$ cat config.mk
export PLATFORM = sky130hd
export DESIGN_NAME = motion_report_rate_limiter_top
export DESIGN_NICKNAME = d
export VERILOG_FILES = /design/src/mrrl_pkg.sv /design/src/motion_report_rate_limiter_top.sv
export SDC_FILE = /design/constraint.sdc
export NUM_CORES = 1
export LEC_CHECK = 0
export BUFFER_PORTS_ARGS = -buffer_cell sky130_fd_sc_hd__buf_4
export CORE_MARGIN = 2
export CORE_UTILIZATION = 62
export DETAILED_ROUTE_END_ITERATION = 8
export PLACE_DENSITY = 0.81
export SLEW_MARGIN = 20
export SYNTH_ARGS = -nofsm -noshare
export SYNTH_HDL_FRONTEND = slang
export SYNTH_SLANG_ARGS = --single-unit
$ cat constraint.sdc
create_clock -name clock -period 12.5 [get_ports clock]
set_input_delay 2.5 -clock clock [delete_from_list [all_inputs] [get_ports clock]]
set_output_delay 2.5 -clock clock [all_outputs]
set_load 0.01 [all_outputs]
$ cat src/mrrl_pkg.sv
`timescale 1ns / 1ps
// Package for the motion report rate limiter: field widths, item kind codes,
// register indexes and configuration reset values. No dependencies.
package mrrl_pkg;

   // Field widths
   localparam int TIME_W  = 63;
   localparam int TYPE_W  = 8;
   localparam int CODE_W  = 16;
   localparam int VALUE_W = 32;
   localparam int ACC_W   = 16;
   localparam int IVL_W   = 20;
   localparam int KIND_W  = 2;
   localparam int CNT_W   = 2;
   localparam int IDX_W   = 3;
   localparam int CSR_W   = 20;

   // Item kinds
   localparam logic [KIND_W-1:0] KIND_MOTION    = 2'd0;
   localparam logic [KIND_W-1:0] KIND_FETCH     = 2'd1;
   localparam logic [KIND_W-1:0] KIND_TRANSPORT = 2'd2;

   // Register indexes
   localparam logic [IDX_W-1:0] REG_MATCH_TYPE    = 3'd0;
   localparam logic [IDX_W-1:0] REG_CODE_X        = 3'd1;
   localparam logic [IDX_W-1:0] REG_CODE_Y        = 3'd2;
   localparam logic [IDX_W-1:0] REG_CODES_IN_USE  = 3'd3;
   localparam logic [IDX_W-1:0] REG_WIRED_IVL     = 3'd4;
   localparam logic [IDX_W-1:0] REG_WIRELESS_IVL  = 3'd5;

   // Register reset values
   localparam logic [TYPE_W-1:0] RST_MATCH_TYPE   = 8'd2;
   localparam logic [CODE_W-1:0] RST_CODE_X       = 16'd0;
   localparam logic [CODE_W-1:0] RST_CODE_Y       = 16'd1;
   localparam logic [CNT_W-1:0]  RST_CODES_IN_USE = 2'd2;
   localparam logic [IVL_W-1:0]  RST_WIRED_IVL    = 20'd1000;
   localparam logic [IVL_W-1:0]  RST_WIRELESS_IVL = 20'd7000;

   // Flush delay ceiling
   localparam logic [IVL_W-1:0] DELAY_MAX = 20'hFFFFF;

   // Number of motion axes
   localparam int NUM_AXES_DEF = 2;

   // Transport modes
   localparam logic MODE_WIRED = 1'b0;

endpackage

$ cat src/motion_report_rate_limiter_top.sv
`timescale 1ns / 1ps
// Motion report rate limiter: single-pass datapath between an input register
// and a result register. Depends on mrrl_pkg.
//
//   channel | direction | handshake             | payload
//   req_    | in        | req_valid / req_stall | kind, now_us, event fields
//   rsp_    | out       | rsp_valid / rsp_stall | forward, value, kick, report
//   csr_    | in        | csr_write             | csr_index, csr_wdata
//
// Each transaction goes from acceptance into the input register, then
// through the compare/add logic into the result register.
// A new transaction is taken every cycle while results drain.
// req_stall rises only when both registers are full and rsp_stall is high.
// Reset (synchronous) loads the register defaults and clears the motion state.
module motion_report_rate_limiter_top #(
   parameter int NUM_AXES = mrrl_pkg::NUM_AXES_DEF
) (
   input  logic                                clock,
   input  logic                                reset,
   // request channel
   input  logic                                req_valid,
   output logic                                req_stall,
   input  logic [mrrl_pkg::KIND_W-1:0]         req_kind,
   input  logic [mrrl_pkg::TIME_W-1:0]         req_now_us,
   input  logic [mrrl_pkg::TYPE_W-1:0]         req_event_type,
   input  logic [mrrl_pkg::CODE_W-1:0]         req_event_code,
   input  logic signed [mrrl_pkg::VALUE_W-1:0] req_event_value,
   input  logic                                req_event_sync,
   input  logic                                req_new_transport,
   // response channel
   output logic                                rsp_valid,
   input  logic                                rsp_stall,
   output logic                                rsp_forward,
   output logic signed [mrrl_pkg::VALUE_W-1:0] rsp_out_value,
   output logic                                rsp_out_sync,
   output logic                                rsp_kick_send,
   output logic                                rsp_schedule_flush,
   output logic [mrrl_pkg::IVL_W-1:0]          rsp_flush_delay_us,
   output logic signed [mrrl_pkg::ACC_W-1:0]   rsp_report_dx,
   output logic signed [mrrl_pkg::ACC_W-1:0]   rsp_report_dy,
   output logic                                rsp_moved,
   // configuration port
   input  logic                                csr_write,
   input  logic [mrrl_pkg::IDX_W-1:0]          csr_index,
   input  logic [mrrl_pkg::CSR_W-1:0]          csr_wdata
);

   localparam int TW = mrrl_pkg::TIME_W;
   localparam int AW = mrrl_pkg::ACC_W;
   localparam int IW = mrrl_pkg::IVL_W;

   // saturate a 33-bit sum to 16 bits
   function automatic logic signed [AW-1:0] sat16(input logic signed [32:0] v);
      logic signed [AW-1:0] r;
      if (v < -33'sd32768)
         r = -16'sd32768;
      else if (v > 33'sd32767)
         r = 16'sd32767;
      else
         r = v[AW-1:0];
      return r;
   endfunction

   // configuration registers
   logic [mrrl_pkg::TYPE_W-1:0] match_type_ff;
   logic [mrrl_pkg::CODE_W-1:0] code_x_ff, code_y_ff;
   logic [mrrl_pkg::CNT_W-1:0]  codes_in_use_ff;
   logic [IW-1:0]               wired_ivl_ff, wireless_ivl_ff;

   always_ff @(posedge clock) begin
      if (reset) begin
         match_type_ff   <= mrrl_pkg::RST_MATCH_TYPE;
         code_x_ff       <= mrrl_pkg::RST_CODE_X;
         code_y_ff       <= mrrl_pkg::RST_CODE_Y;
         codes_in_use_ff <= mrrl_pkg::RST_CODES_IN_USE;
         wired_ivl_ff    <= mrrl_pkg::RST_WIRED_IVL;
         wireless_ivl_ff <= mrrl_pkg::RST_WIRELESS_IVL;
      end else if (csr_write) begin
         unique case (csr_index)
            mrrl_pkg::REG_MATCH_TYPE:   match_type_ff   <= csr_wdata[mrrl_pkg::TYPE_W-1:0];
            mrrl_pkg::REG_CODE_X:       code_x_ff       <= csr_wdata[mrrl_pkg::CODE_W-1:0];
            mrrl_pkg::REG_CODE_Y:       code_y_ff       <= csr_wdata[mrrl_pkg::CODE_W-1:0];
            mrrl_pkg::REG_CODES_IN_USE: codes_in_use_ff <= csr_wdata[mrrl_pkg::CNT_W-1:0];
            mrrl_pkg::REG_WIRED_IVL:    wired_ivl_ff    <= csr_wdata[IW-1:0];
            mrrl_pkg::REG_WIRELESS_IVL: wireless_ivl_ff <= csr_wdata[IW-1:0];
            default: ;
         endcase
      end
   end

   // input register
   logic                                in_valid_ff;
   logic [mrrl_pkg::KIND_W-1:0]         in_kind_ff;
   logic [TW-1:0]                       in_now_ff;
   logic [mrrl_pkg::TYPE_W-1:0]         in_type_ff;
   logic [mrrl_pkg::CODE_W-1:0]         in_code_ff;
   logic signed [mrrl_pkg::VALUE_W-1:0] in_value_ff;
   logic                                in_sync_ff;
   logic                                in_newt_ff;

   logic advance;
   logic req_take;

   assign advance   = in_valid_ff && (!rsp_valid || !rsp_stall);
   assign req_stall = in_valid_ff && !advance;
   assign req_take  = req_valid && !req_stall;

   always_ff @(posedge clock) begin
      if (reset)
         in_valid_ff <= 1'b0;
      else if (req_take)
         in_valid_ff <= 1'b1;
      else if (advance)
         in_valid_ff <= 1'b0;
   end

   always_ff @(posedge clock) begin
      if (req_take) begin
         in_kind_ff  <= req_kind;
         in_now_ff   <= req_now_us;
         in_type_ff  <= req_event_type;
         in_code_ff  <= req_event_code;
         in_value_ff <= req_event_value;
         in_sync_ff  <= req_event_sync;
         in_newt_ff  <= req_new_transport;
      end
   end

   // motion state
   logic signed [AW-1:0] accum_ff [NUM_AXES];
   logic signed [AW-1:0] accum_in [NUM_AXES];
   logic [NUM_AXES-1:0]  sync_seen_ff, sync_seen_in;
   logic [TW-1:0]        last_ff, last_in;
   logic                 open_ff, open_in;
   logic                 may_ff, may_in;
   logic                 mode_ff, mode_in;

   // result register
   logic                                rsp_valid_ff;
   logic                                fwd_ff, fwd_in;
   logic signed [mrrl_pkg::VALUE_W-1:0] oval_ff, oval_in;
   logic                                osync_ff, osync_in;
   logic                                kick_ff, kick_in;
   logic                                flush_ff, flush_in;
   logic [IW-1:0]                       delay_ff, delay_in;
   logic signed [AW-1:0]                dx_ff, dx_in, dy_ff, dy_in;
   logic                                motion_ff, motion_in;

   // time arithmetic, all side by side on the registered time
   logic [TW:0]   diff_full;
   logic [TW-1:0] diff, rev, last_plus;
   logic          back, ge_wired, gt_2wired, ge_guard;
   logic [IW:0]   back_sum;
   logic [IW-1:0] fwd_delay, back_delay;

   assign diff_full = {1'b0, in_now_ff} - {1'b0, last_ff};
   assign back      = diff_full[TW];
   assign diff      = diff_full[TW-1:0];
   assign rev       = last_ff - in_now_ff;
   assign last_plus = last_ff + {{(TW-IW){1'b0}}, wired_ivl_ff};
   assign ge_wired  = diff >= {{(TW-IW){1'b0}}, wired_ivl_ff};
   assign gt_2wired = diff > {{(TW-IW-1){1'b0}}, wired_ivl_ff, 1'b0};
   assign ge_guard  = diff >= {{(TW-IW){1'b0}}, wireless_ivl_ff};
   assign fwd_delay = wireless_ivl_ff - diff[IW-1:0];
   assign back_sum  = {1'b0, wireless_ivl_ff} + {1'b0, rev[IW-1:0]};
   assign back_delay = (rev > {{(TW-IW){1'b0}}, mrrl_pkg::DELAY_MAX} || back_sum[IW])
                       ? mrrl_pkg::DELAY_MAX : back_sum[IW-1:0];

   // axis lookup: first axis code wins
   logic [mrrl_pkg::CNT_W-1:0] codes_eff;
   logic [NUM_AXES-1:0]        axis_sel;
   logic                       matched;
   logic signed [AW-1:0]       cur_acc;
   logic                       cur_sync;
   logic signed [AW-1:0]       acc_sum;

   assign codes_eff = (codes_in_use_ff > mrrl_pkg::CNT_W'(NUM_AXES))
                      ? mrrl_pkg::CNT_W'(NUM_AXES) : codes_in_use_ff;

   always_comb begin
      logic                        taken;
      logic [mrrl_pkg::CODE_W-1:0] acode;
      taken    = 1'b0;
      axis_sel = '0;
      cur_acc  = '0;
      cur_sync = 1'b0;
      for (int a = 0; a < NUM_AXES; a++) begin
         acode = (a == 0) ? code_x_ff : code_y_ff;
         if (!taken && codes_eff > mrrl_pkg::CNT_W'(a) && in_code_ff == acode) begin
            axis_sel[a] = 1'b1;
            taken       = 1'b1;
         end
      end
      for (int a = 0; a < NUM_AXES; a++) begin
         if (axis_sel[a]) begin
            cur_acc  = accum_ff[a];
            cur_sync = sync_seen_ff[a];
         end
      end
   end

   assign matched = (in_type_ff == match_type_ff) && (|axis_sel);
   assign acc_sum = sat16($signed({cur_acc[AW-1], {(32-AW){cur_acc[AW-1]}}, cur_acc})
                          + $signed({in_value_ff[31], in_value_ff}));

   // per-transaction next state and result
   always_comb begin
      logic open_v, may_v, s;
      accum_in     = accum_ff;
      sync_seen_in = sync_seen_ff;
      last_in      = last_ff;
      open_in      = open_ff;
      may_in       = may_ff;
      mode_in      = mode_ff;
      fwd_in       = 1'b0;
      oval_in      = '0;
      osync_in     = 1'b0;
      kick_in      = 1'b0;
      flush_in     = 1'b0;
      delay_in     = '0;
      dx_in        = '0;
      dy_in        = '0;
      motion_in    = 1'b0;
      open_v       = open_ff;
      may_v        = may_ff;
      s            = 1'b0;

      unique case (in_kind_ff)
         mrrl_pkg::KIND_FETCH: begin
            dx_in     = accum_ff[0];
            dy_in     = (NUM_AXES >= 2) ? accum_ff[NUM_AXES-1] : '0;
            motion_in = (dx_in != '0) || (dy_in != '0);
            for (int a = 0; a < NUM_AXES; a++)
               accum_in[a] = '0;
            sync_seen_in = '0;
            if (motion_in)
               last_in = in_now_ff;
         end
         mrrl_pkg::KIND_TRANSPORT: begin
            if (in_newt_ff != mode_ff) begin
               mode_in = in_newt_ff;
               for (int a = 0; a < NUM_AXES; a++)
                  accum_in[a] = '0;
               sync_seen_in = '0;
               last_in      = in_now_ff;
               open_in      = 1'b0;
               may_in       = 1'b0;
            end
         end
         mrrl_pkg::KIND_MOTION: begin
            if (!matched) begin
               // not ours: pass through unchanged
               fwd_in   = 1'b1;
               oval_in  = in_value_ff;
               osync_in = in_sync_ff;
            end else if (mode_ff != mrrl_pkg::MODE_WIRED) begin
               // wireless: accumulate, decide kick or flush at frame end
               for (int a = 0; a < NUM_AXES; a++) begin
                  if (axis_sel[a]) begin
                     accum_in[a]     = acc_sum;
                     sync_seen_in[a] = cur_sync || in_sync_ff;
                  end
               end
               if (in_sync_ff) begin
                  if (last_ff == '0 || (!back && ge_guard)) begin
                     kick_in = 1'b1;
                  end else begin
                     flush_in = 1'b1;
                     delay_in = back ? back_delay : fwd_delay;
                  end
               end
            end else begin
               // wired: first event of a frame decides
               if (!open_ff || back) begin
                  open_v = 1'b1;
                  may_v  = back || ge_wired;
               end
               if (!may_v) begin
                  for (int a = 0; a < NUM_AXES; a++) begin
                     if (axis_sel[a]) begin
                        accum_in[a]     = acc_sum;
                        sync_seen_in[a] = cur_sync || in_sync_ff;
                     end
                  end
                  if (in_sync_ff)
                     open_v = 1'b0;
               end else begin
                  s = in_sync_ff || cur_sync;
                  for (int a = 0; a < NUM_AXES; a++) begin
                     if (axis_sel[a]) begin
                        accum_in[a]     = '0;
                        sync_seen_in[a] = 1'b0;
                     end
                  end
                  if (s) begin
                     last_in = (back || gt_2wired) ? in_now_ff : last_plus;
                     open_v  = 1'b0;
                  end
                  fwd_in   = 1'b1;
                  oval_in  = {{(32-AW){acc_sum[AW-1]}}, acc_sum};
                  osync_in = s;
               end
               open_in = open_v;
               may_in  = may_v;
            end
         end
         default: ;
      endcase
   end

   // state registers
   always_ff @(posedge clock) begin
      if (reset) begin
         for (int a = 0; a < NUM_AXES; a++)
            accum_ff[a] <= '0;
         sync_seen_ff <= '0;
         last_ff      <= '0;
         open_ff      <= 1'b0;
         may_ff       <= 1'b0;
         mode_ff      <= mrrl_pkg::MODE_WIRED;
      end else if (advance) begin
         accum_ff     <= accum_in;
         sync_seen_ff <= sync_seen_in;
         last_ff      <= last_in;
         open_ff      <= open_in;
         may_ff       <= may_in;
         mode_ff      <= mode_in;
      end
   end

   // result register
   always_ff @(posedge clock) begin
      if (reset)
         rsp_valid_ff <= 1'b0;
      else if (advance)
         rsp_valid_ff <= 1'b1;
      else if (!rsp_stall)
         rsp_valid_ff <= 1'b0;
   end

   always_ff @(posedge clock) begin
      if (advance) begin
         fwd_ff    <= fwd_in;
         oval_ff   <= oval_in;
         osync_ff  <= osync_in;
         kick_ff   <= kick_in;
         flush_ff  <= flush_in;
         delay_ff  <= delay_in;
         dx_ff     <= dx_in;
         dy_ff     <= dy_in;
         motion_ff <= motion_in;
      end
   end

   assign rsp_valid          = rsp_valid_ff;
   assign rsp_forward        = fwd_ff;
   assign rsp_out_value      = oval_ff;
   assign rsp_out_sync       = osync_ff;
   assign rsp_kick_send      = kick_ff;
   assign rsp_schedule_flush = flush_ff;
   assign rsp_flush_delay_us = delay_ff;
   assign rsp_report_dx      = dx_ff;
   assign rsp_report_dy      = dy_ff;
   assign rsp_moved          = motion_ff;

endmodule
* Word level (Yosys, flattened, before mapping) *
Index checks and enable logic that the tools add are counted.

word-level totals
  bits in registers = 396
  bits in latches = 0
  RAM bits = 0
  memory bits (read-only) = 0
  output and inout port bits = 91
  memories kept = 0

cells by class
  add/sub/neg operators = 6
  multipliers = 0
  divide/modulo/power cells = 0
  order comparisons = 9
  equality and inequality tests = 20
  shift-type cells = 0
  muxes and demuxes = 67
  bitwise operators = 4
  reductions and logical operators = 45

operator list
  cell                                                             count
  2-to-1 mux 63 bit                                                7
  2-to-1 mux 32 bit                                                7
  one-hot mux 63 bit (3 select lines)                              1
  2-to-1 mux 16 bit                                                8
  greater-or-equal comparator 63 x 20 -> 1 bit                     2
  one-hot mux 32 bit (3 select lines)                              1
  subtractor 63 x 63 -> 64 bit                                     1
  adder 63 x 20 -> 63 bit                                          1
  greater-than comparator 63 x 20 -> 1 bit, second input constant  1
  greater-than comparator 63 x 21 -> 1 bit                         1
  zero test 63 bit                                                 1
  subtractor 63 bit                                                1
  2-to-1 mux 20 bit                                                2
  adder 16 x 32 -> 33 bit                                          1
  greater-than comparator 33 x 16 -> 1 bit, second input constant  1
  less-than comparator 33 x 16 -> 1 bit, second input constant     1
  2-to-1 mux 1 bit                                                 33
  == test 16 bit                                                   2
  nonzero test 16 bit                                              2
  adder 20 x 20 -> 21 bit                                          1
  subtractor 20 bit                                                1
  AND reduction 5 bit                                              3
  inequality test 2 bit, second input constant                     6
  AND reduction 2 bit                                              6
  other kinds (27)                                                 60

* Depth between registers and ports, before layout *
  depth after elaboration = 19
  depth in mapped cells = 25
  depth with buffers taken out = 22

* Worst setup path before layout *
Ideal clock, no wire load.

  path kind = input -> register
  start point = in rsp_stall
  end point = reg last_ff[43]
  arrival time = 11345 ps
  required time = 12414 ps
  path slack = 1070 ps
  stages on the path = 8
  cells stage by stage = a21boi_0 -> o21ai_0 -> nor2_1 -> a21o_1 -> clkbuf_1 -> clkbuf_1 -> a21oi_1 -> a211oi_1

between the ends
  word-level cells in the longest chain between the ends = 4

RTL lines
  what                           line                                   text
  from (decl)                    motion_report_rate_limiter_top.sv:32   input logic rsp_stall,
  zero test 1 bit                -
  logical OR 1 bit               motion_report_rate_limiter_top.sv:104  assign advance = in_valid_ff && (!rsp_valid || !rsp_stall);
  logical AND 1 bit              motion_report_rate_limiter_top.sv:104
  AND reduction 8 bit (no line)  -
  to (signal assigned)           motion_report_rate_limiter_top.sv:324  last_ff <= last_in;
  to (decl)                      motion_report_rate_limiter_top.sv:133  logic [TW-1:0] last_ff, last_in;

Every way passes these cells.
A chain may end at the register's enable or synchronous reset.

* Worst setup path in the final report *
  start point = reg in_code_ff[2] in the netlist's numbering
  end point = reg oval_ff, in the netlist rsp_out_value[12], data pin

between the ends
  word-level cells in the longest chain between the ends = 15

RTL lines
  what                                      line                                   text
  from (decl)                               motion_report_rate_limiter_top.sv:96   logic [mrrl_pkg::CODE_W-1:0] in_code_ff;
  from (signal assigned)                    motion_report_rate_limiter_top.sv:122  in_code_ff <= req_event_code;
  == test 16 bit                            motion_report_rate_limiter_top.sv:189  if (!taken && codes_eff > mrrl_pkg::CNT_W'(a) && in_code_ff == acode) begin
  logical AND 1 bit                         motion_report_rate_limiter_top.sv:189
  2-to-1 mux 1 bit                          motion_report_rate_limiter_top.sv:189
  zero test 1 bit                           motion_report_rate_limiter_top.sv:189
  logical AND 1 bit (2 in series)           motion_report_rate_limiter_top.sv:189
  2-to-1 mux 1 bit                          motion_report_rate_limiter_top.sv:189
  2-to-1 mux 16 bit                         motion_report_rate_limiter_top.sv:195  if (axis_sel[a]) begin
  adder 16 x 32 -> 33 bit                   motion_report_rate_limiter_top.sv:204  + $signed({in_value_ff[31], in_value_ff}));
  greater-than comparator 33 x 16 -> 1 bit  motion_report_rate_limiter_top.sv:57   else if (v > 33'sd32767)
  2-to-1 mux 16 bit                         motion_report_rate_limiter_top.sv:57
  2-to-1 mux 16 bit                         motion_report_rate_limiter_top.sv:55   if (v < -33'sd32768)
  2-to-1 mux 32 bit                         motion_report_rate_limiter_top.sv:278  if (!may_v) begin
  2-to-1 mux 32 bit                         motion_report_rate_limiter_top.sv:256  end else if (mode_ff != mrrl_pkg::MODE_WIRED) begin
  2-to-1 mux 32 bit *                       motion_report_rate_limiter_top.sv:251  if (!matched) begin
  to (signal assigned)                      motion_report_rate_limiter_top.sv:344  oval_ff <= oval_in;
  to (decl)                                 motion_report_rate_limiter_top.sv:141  logic signed [mrrl_pkg::VALUE_W-1:0] oval_ff, oval_in;

Mark *: on every way between the ends. The rest lies on a longest branch, timed or not.

==> qor.txt <==
Final ANT Viol Nets -> 0
unrepaired setup endpoints after global routing -> false
clock sink count -> 396
H-tree depth -> 2
synthesis warning total -> 0
r2r setup slk -> 5620 ps
status -> complete, no violations
Setup Fix Bufs, Post-CTS -> 0
Synth area leader -> edfxtp_1
Finished Core Util -> 0.703
clk_skew -> 22.4 ps
die height -> 227 um
Register-to-Register Path Depth -> 19
# IOs -> 242
Slew Limit Fails -> 0
first-pass GRT wire length -> 164,000 um
launching point of the worst reg2reg path -> in_code_ff[2]$_DFFE_PP_
Worst slew margin -> 0.212
multi-input logic area -> 19,300 sq um
Final Setup Violations -> 0
Clock Latency Late Sink -> 610 ps
Routed WL -> 109,000 um
GRT Total Usage -> 0.413
fillcell total -> 3,884
Reg area -> 10,000 sq um
critical path class -> flop to flop
M1 WL -> 44,500 um
synth unique cells -> 100
met3 WL -> 12,400 um
Cells after Synth -> 3,730
crit path time final -> 6880 ps
Pwr per Cell Area -> 110 nW/um^2
drt first-iter violations -> 3,515
Fin Setup TNS -> 0 ps
reg2reg end -> rsp_out_value[12]$_SDFFCE_PN0P_
WL per Instance -> 23.9 um
Worst-Margin Slew -> 1170 ps
Crit path required time -> 12,890 ps
syn nets -> 4,165
hold path cells -> 2
nets@finish -> 4,308
CTS tree -> done
Initial Util -> 0.630
WP data arrival -> 7270 ps
CP Max Fanout -> 19
Top FF cell, synth -> edfxtp_1
Avg Cell Area, Syn -> 8.29 sq um
CORE AREA -> 49,100 sq um
first drt pass iteration count -> 7
Remaining Overflow, GRT -> 0
die area -> 51,700 sq um
vias -> 30.3k
Fmax -> 145 MHz
Synth async-reset ratio -> 0
Max IR drop VDD -> 113 uV
Buffers on Ports -> 241
top-count cell post-synth -> nand2_1
CP Launch Type -> flop
synthesis-to-finish area growth -> 11.6%
Pleak -> 0.0139 uW
Remaining DRCs -> 0
met2 routed WL -> 47,200 um
initial antenna violation count -> 3
clk slew on worst S/H paths -> 60 ps
maxcap violations -> 0
post-synthesis cell area -> 30,900 sq um
Hold Fails Final Rpt -> 0
Seq/Total Area, Yosys -> 0.325
Clock Tree Buf Depth -> 3
worst hold endpoint -> may_ff$_SDFFE_PP0P_
Post-CTS Hold Fix Bufs -> 0
crit share post-route -> 0.551
share of cells above drive strength 1 -> 0.108
top post-synthesis cells by count -> nand2_1, a21oi_1, ha_1
DR top layer -> met4
post-cts sizing count -> 0
root buf cell -> clkbuf_16
die width -> 227 um
share of the synthesized area in the top cell type -> 0.206
HP Class -> flop to flop
HPWL Detailed -> 84,300 um
post-synthesis sequential element count -> 396
HP Start -> may_ff$_SDFFE_PP0P_
gpl congestion -> 1.10
CTS Buf Count -> 42
number of global-route vias before repair -> 27.8k
largest cells by area after synthesis -> edfxtp_1, dfxtp_1, ha_1
Post-synth EDFFs -> 212
cell row count -> 81
CP Capture Type -> flop
DR vias/cell -> 6.63
largest net degree at the start of global routing -> 92
## report_power, final
| group | internal, uW | leakage, uW | switching (uW) |
|---|---|---|---|
| registers | 1430 | 0.00353 | 48.9 |
| clock network | 744 | 0.000697 | 565 |
| logic | 358 | 0.00965 | 640 |
| total | 2530 | 0.0139 | 1250 |
## registers in the layout, indices dropped and copies added, names as in the netlist, 2 cells and up
name / count
code_x_ff: 16
rsp_report_dy: 16
accum_ff: 32
rsp_flush_delay_us: 20
in_code_ff: 16
codes_in_use_ff: 2
in_now_ff: 63
wireless_ivl_ff: 20
sync_seen_ff: 2
last_ff: 63
in_type_ff: 8
rsp_out_value: 32
rsp_report_dx: 16
in_kind_ff: 2
code_y_ff: 16
wired_ivl_ff: 20
match_type_ff: 8
in_value_ff: 32
## how the worst max path moves through the flow
stage                            start                         endpoint  slack [ps]  cells after the start
2_1_floorplan                rsp_stall         last_ff[43]$_SDFFE_PP0P_        1070                      8
3_3_place_gp   in_code_ff[6]$_DFFE_PP_  rsp_out_value[12]$_SDFFCE_PN0P_        5910                     19
3_5_place_dp   in_code_ff[6]$_DFFE_PP_  rsp_out_value[12]$_SDFFCE_PN0P_        5760                     19
4_1_cts        in_code_ff[2]$_DFFE_PP_  rsp_out_value[12]$_SDFFCE_PN0P_        5690                     19
5_1_grt        in_code_ff[6]$_DFFE_PP_  rsp_out_value[12]$_SDFFCE_PN0P_        5250                     20
6_report       in_code_ff[2]$_DFFE_PP_  rsp_out_value[12]$_SDFFCE_PN0P_        5620                     19
## layout make-up
class | count | area share
diodes | 2 | 0.000145
repair buffers | 267 | 0.0581
flip-flops and latches | 396 | 0.291
clock buffers | 55 | 0.0334
inverters | 241 | 0.0262
well taps | 664 | 0.0241
clock inverters | 23 | 0.00794
multi-input cells | 2925 | 0.559
## logic make-up after synthesis
family,synth area share
simple gates,0.188
mux,0.0173
fa+ha+maj,0.116
buf+inv,0.0536
xor+xnor,0.0538
flops,0.325
compound gates,0.245
## placed cells by master, fill, tap and decap left out, types with 18 or more instances in the layout
| cell | n |
|---|---|
| nand2_1 | 425 |
| a21oi_1 | 423 |
| ha_1 | 278 |
| nor2_1 | 275 |
| buf_4 | 267 |
| inv_1 | 238 |
| o21ai_0 | 213 |
| edfxtp_1 | 212 |
| dfxtp_1 | 184 |
| xnor2_1 | 116 |
| a21o_1 | 99 |
| nand4_1 | 93 |
| nand3_1 | 85 |
| a211oi_1 | 78 |
| xor2_1 | 74 |
| nor3_1 | 60 |
| and2_1 | 53 |
| nor4_1 | 51 |
| clkbuf_16 | 43 |
| o21a_1 | 42 |
| o211ai_1 | 41 |
| mux2i_1 | 41 |
| o21bai_1 | 39 |
| o31ai_1 | 35 |
| and3_1 | 33 |
| nor2b_1 | 27 |
| a31oi_1 | 25 |
| nand2b_1 | 23 |
| and4_1 | 18 |
## through the flow
step	std cells	hold WS, ps	power, uW	setup slack (ps)	area [sq um]
floorplan	3730	432	2140	1070	30900
global placement	4493	445	2450	5910	33100
detailed placement	4493	451	2460	5760	33100
CTS	4571	464	3740	5690	34500
global route	4572	484	3910	5250	34500
finish	4573	464	3780	5620	34500
## critical path, cell delays in order, from the launching register on
cell	delay, ps
edfxtp_1	440
xor2_1	180
nor4_1	380
nand2_1	170
nor4_2	390
buf_4	330
nand2_1	80
o21ai_0	360
fa_1	320
a211oi_1	110
o211a_1	240
o31ai_1	520
a31oi_1	290
o21ai_0	360
a31oi_1	170
nand2b_1	180
a31oi_1	690
a31o_2	500
nand3b_1	550
o21ai_0	420
## per-layer routing
layer	up-vias	track usage
li1	13900	-
met3	309	0.0874
met5	-	0
met2	1801	0.634
met1	14300	0.564
met4	0	0.173
No activity file was read; power rests on OpenSTA's default activity.
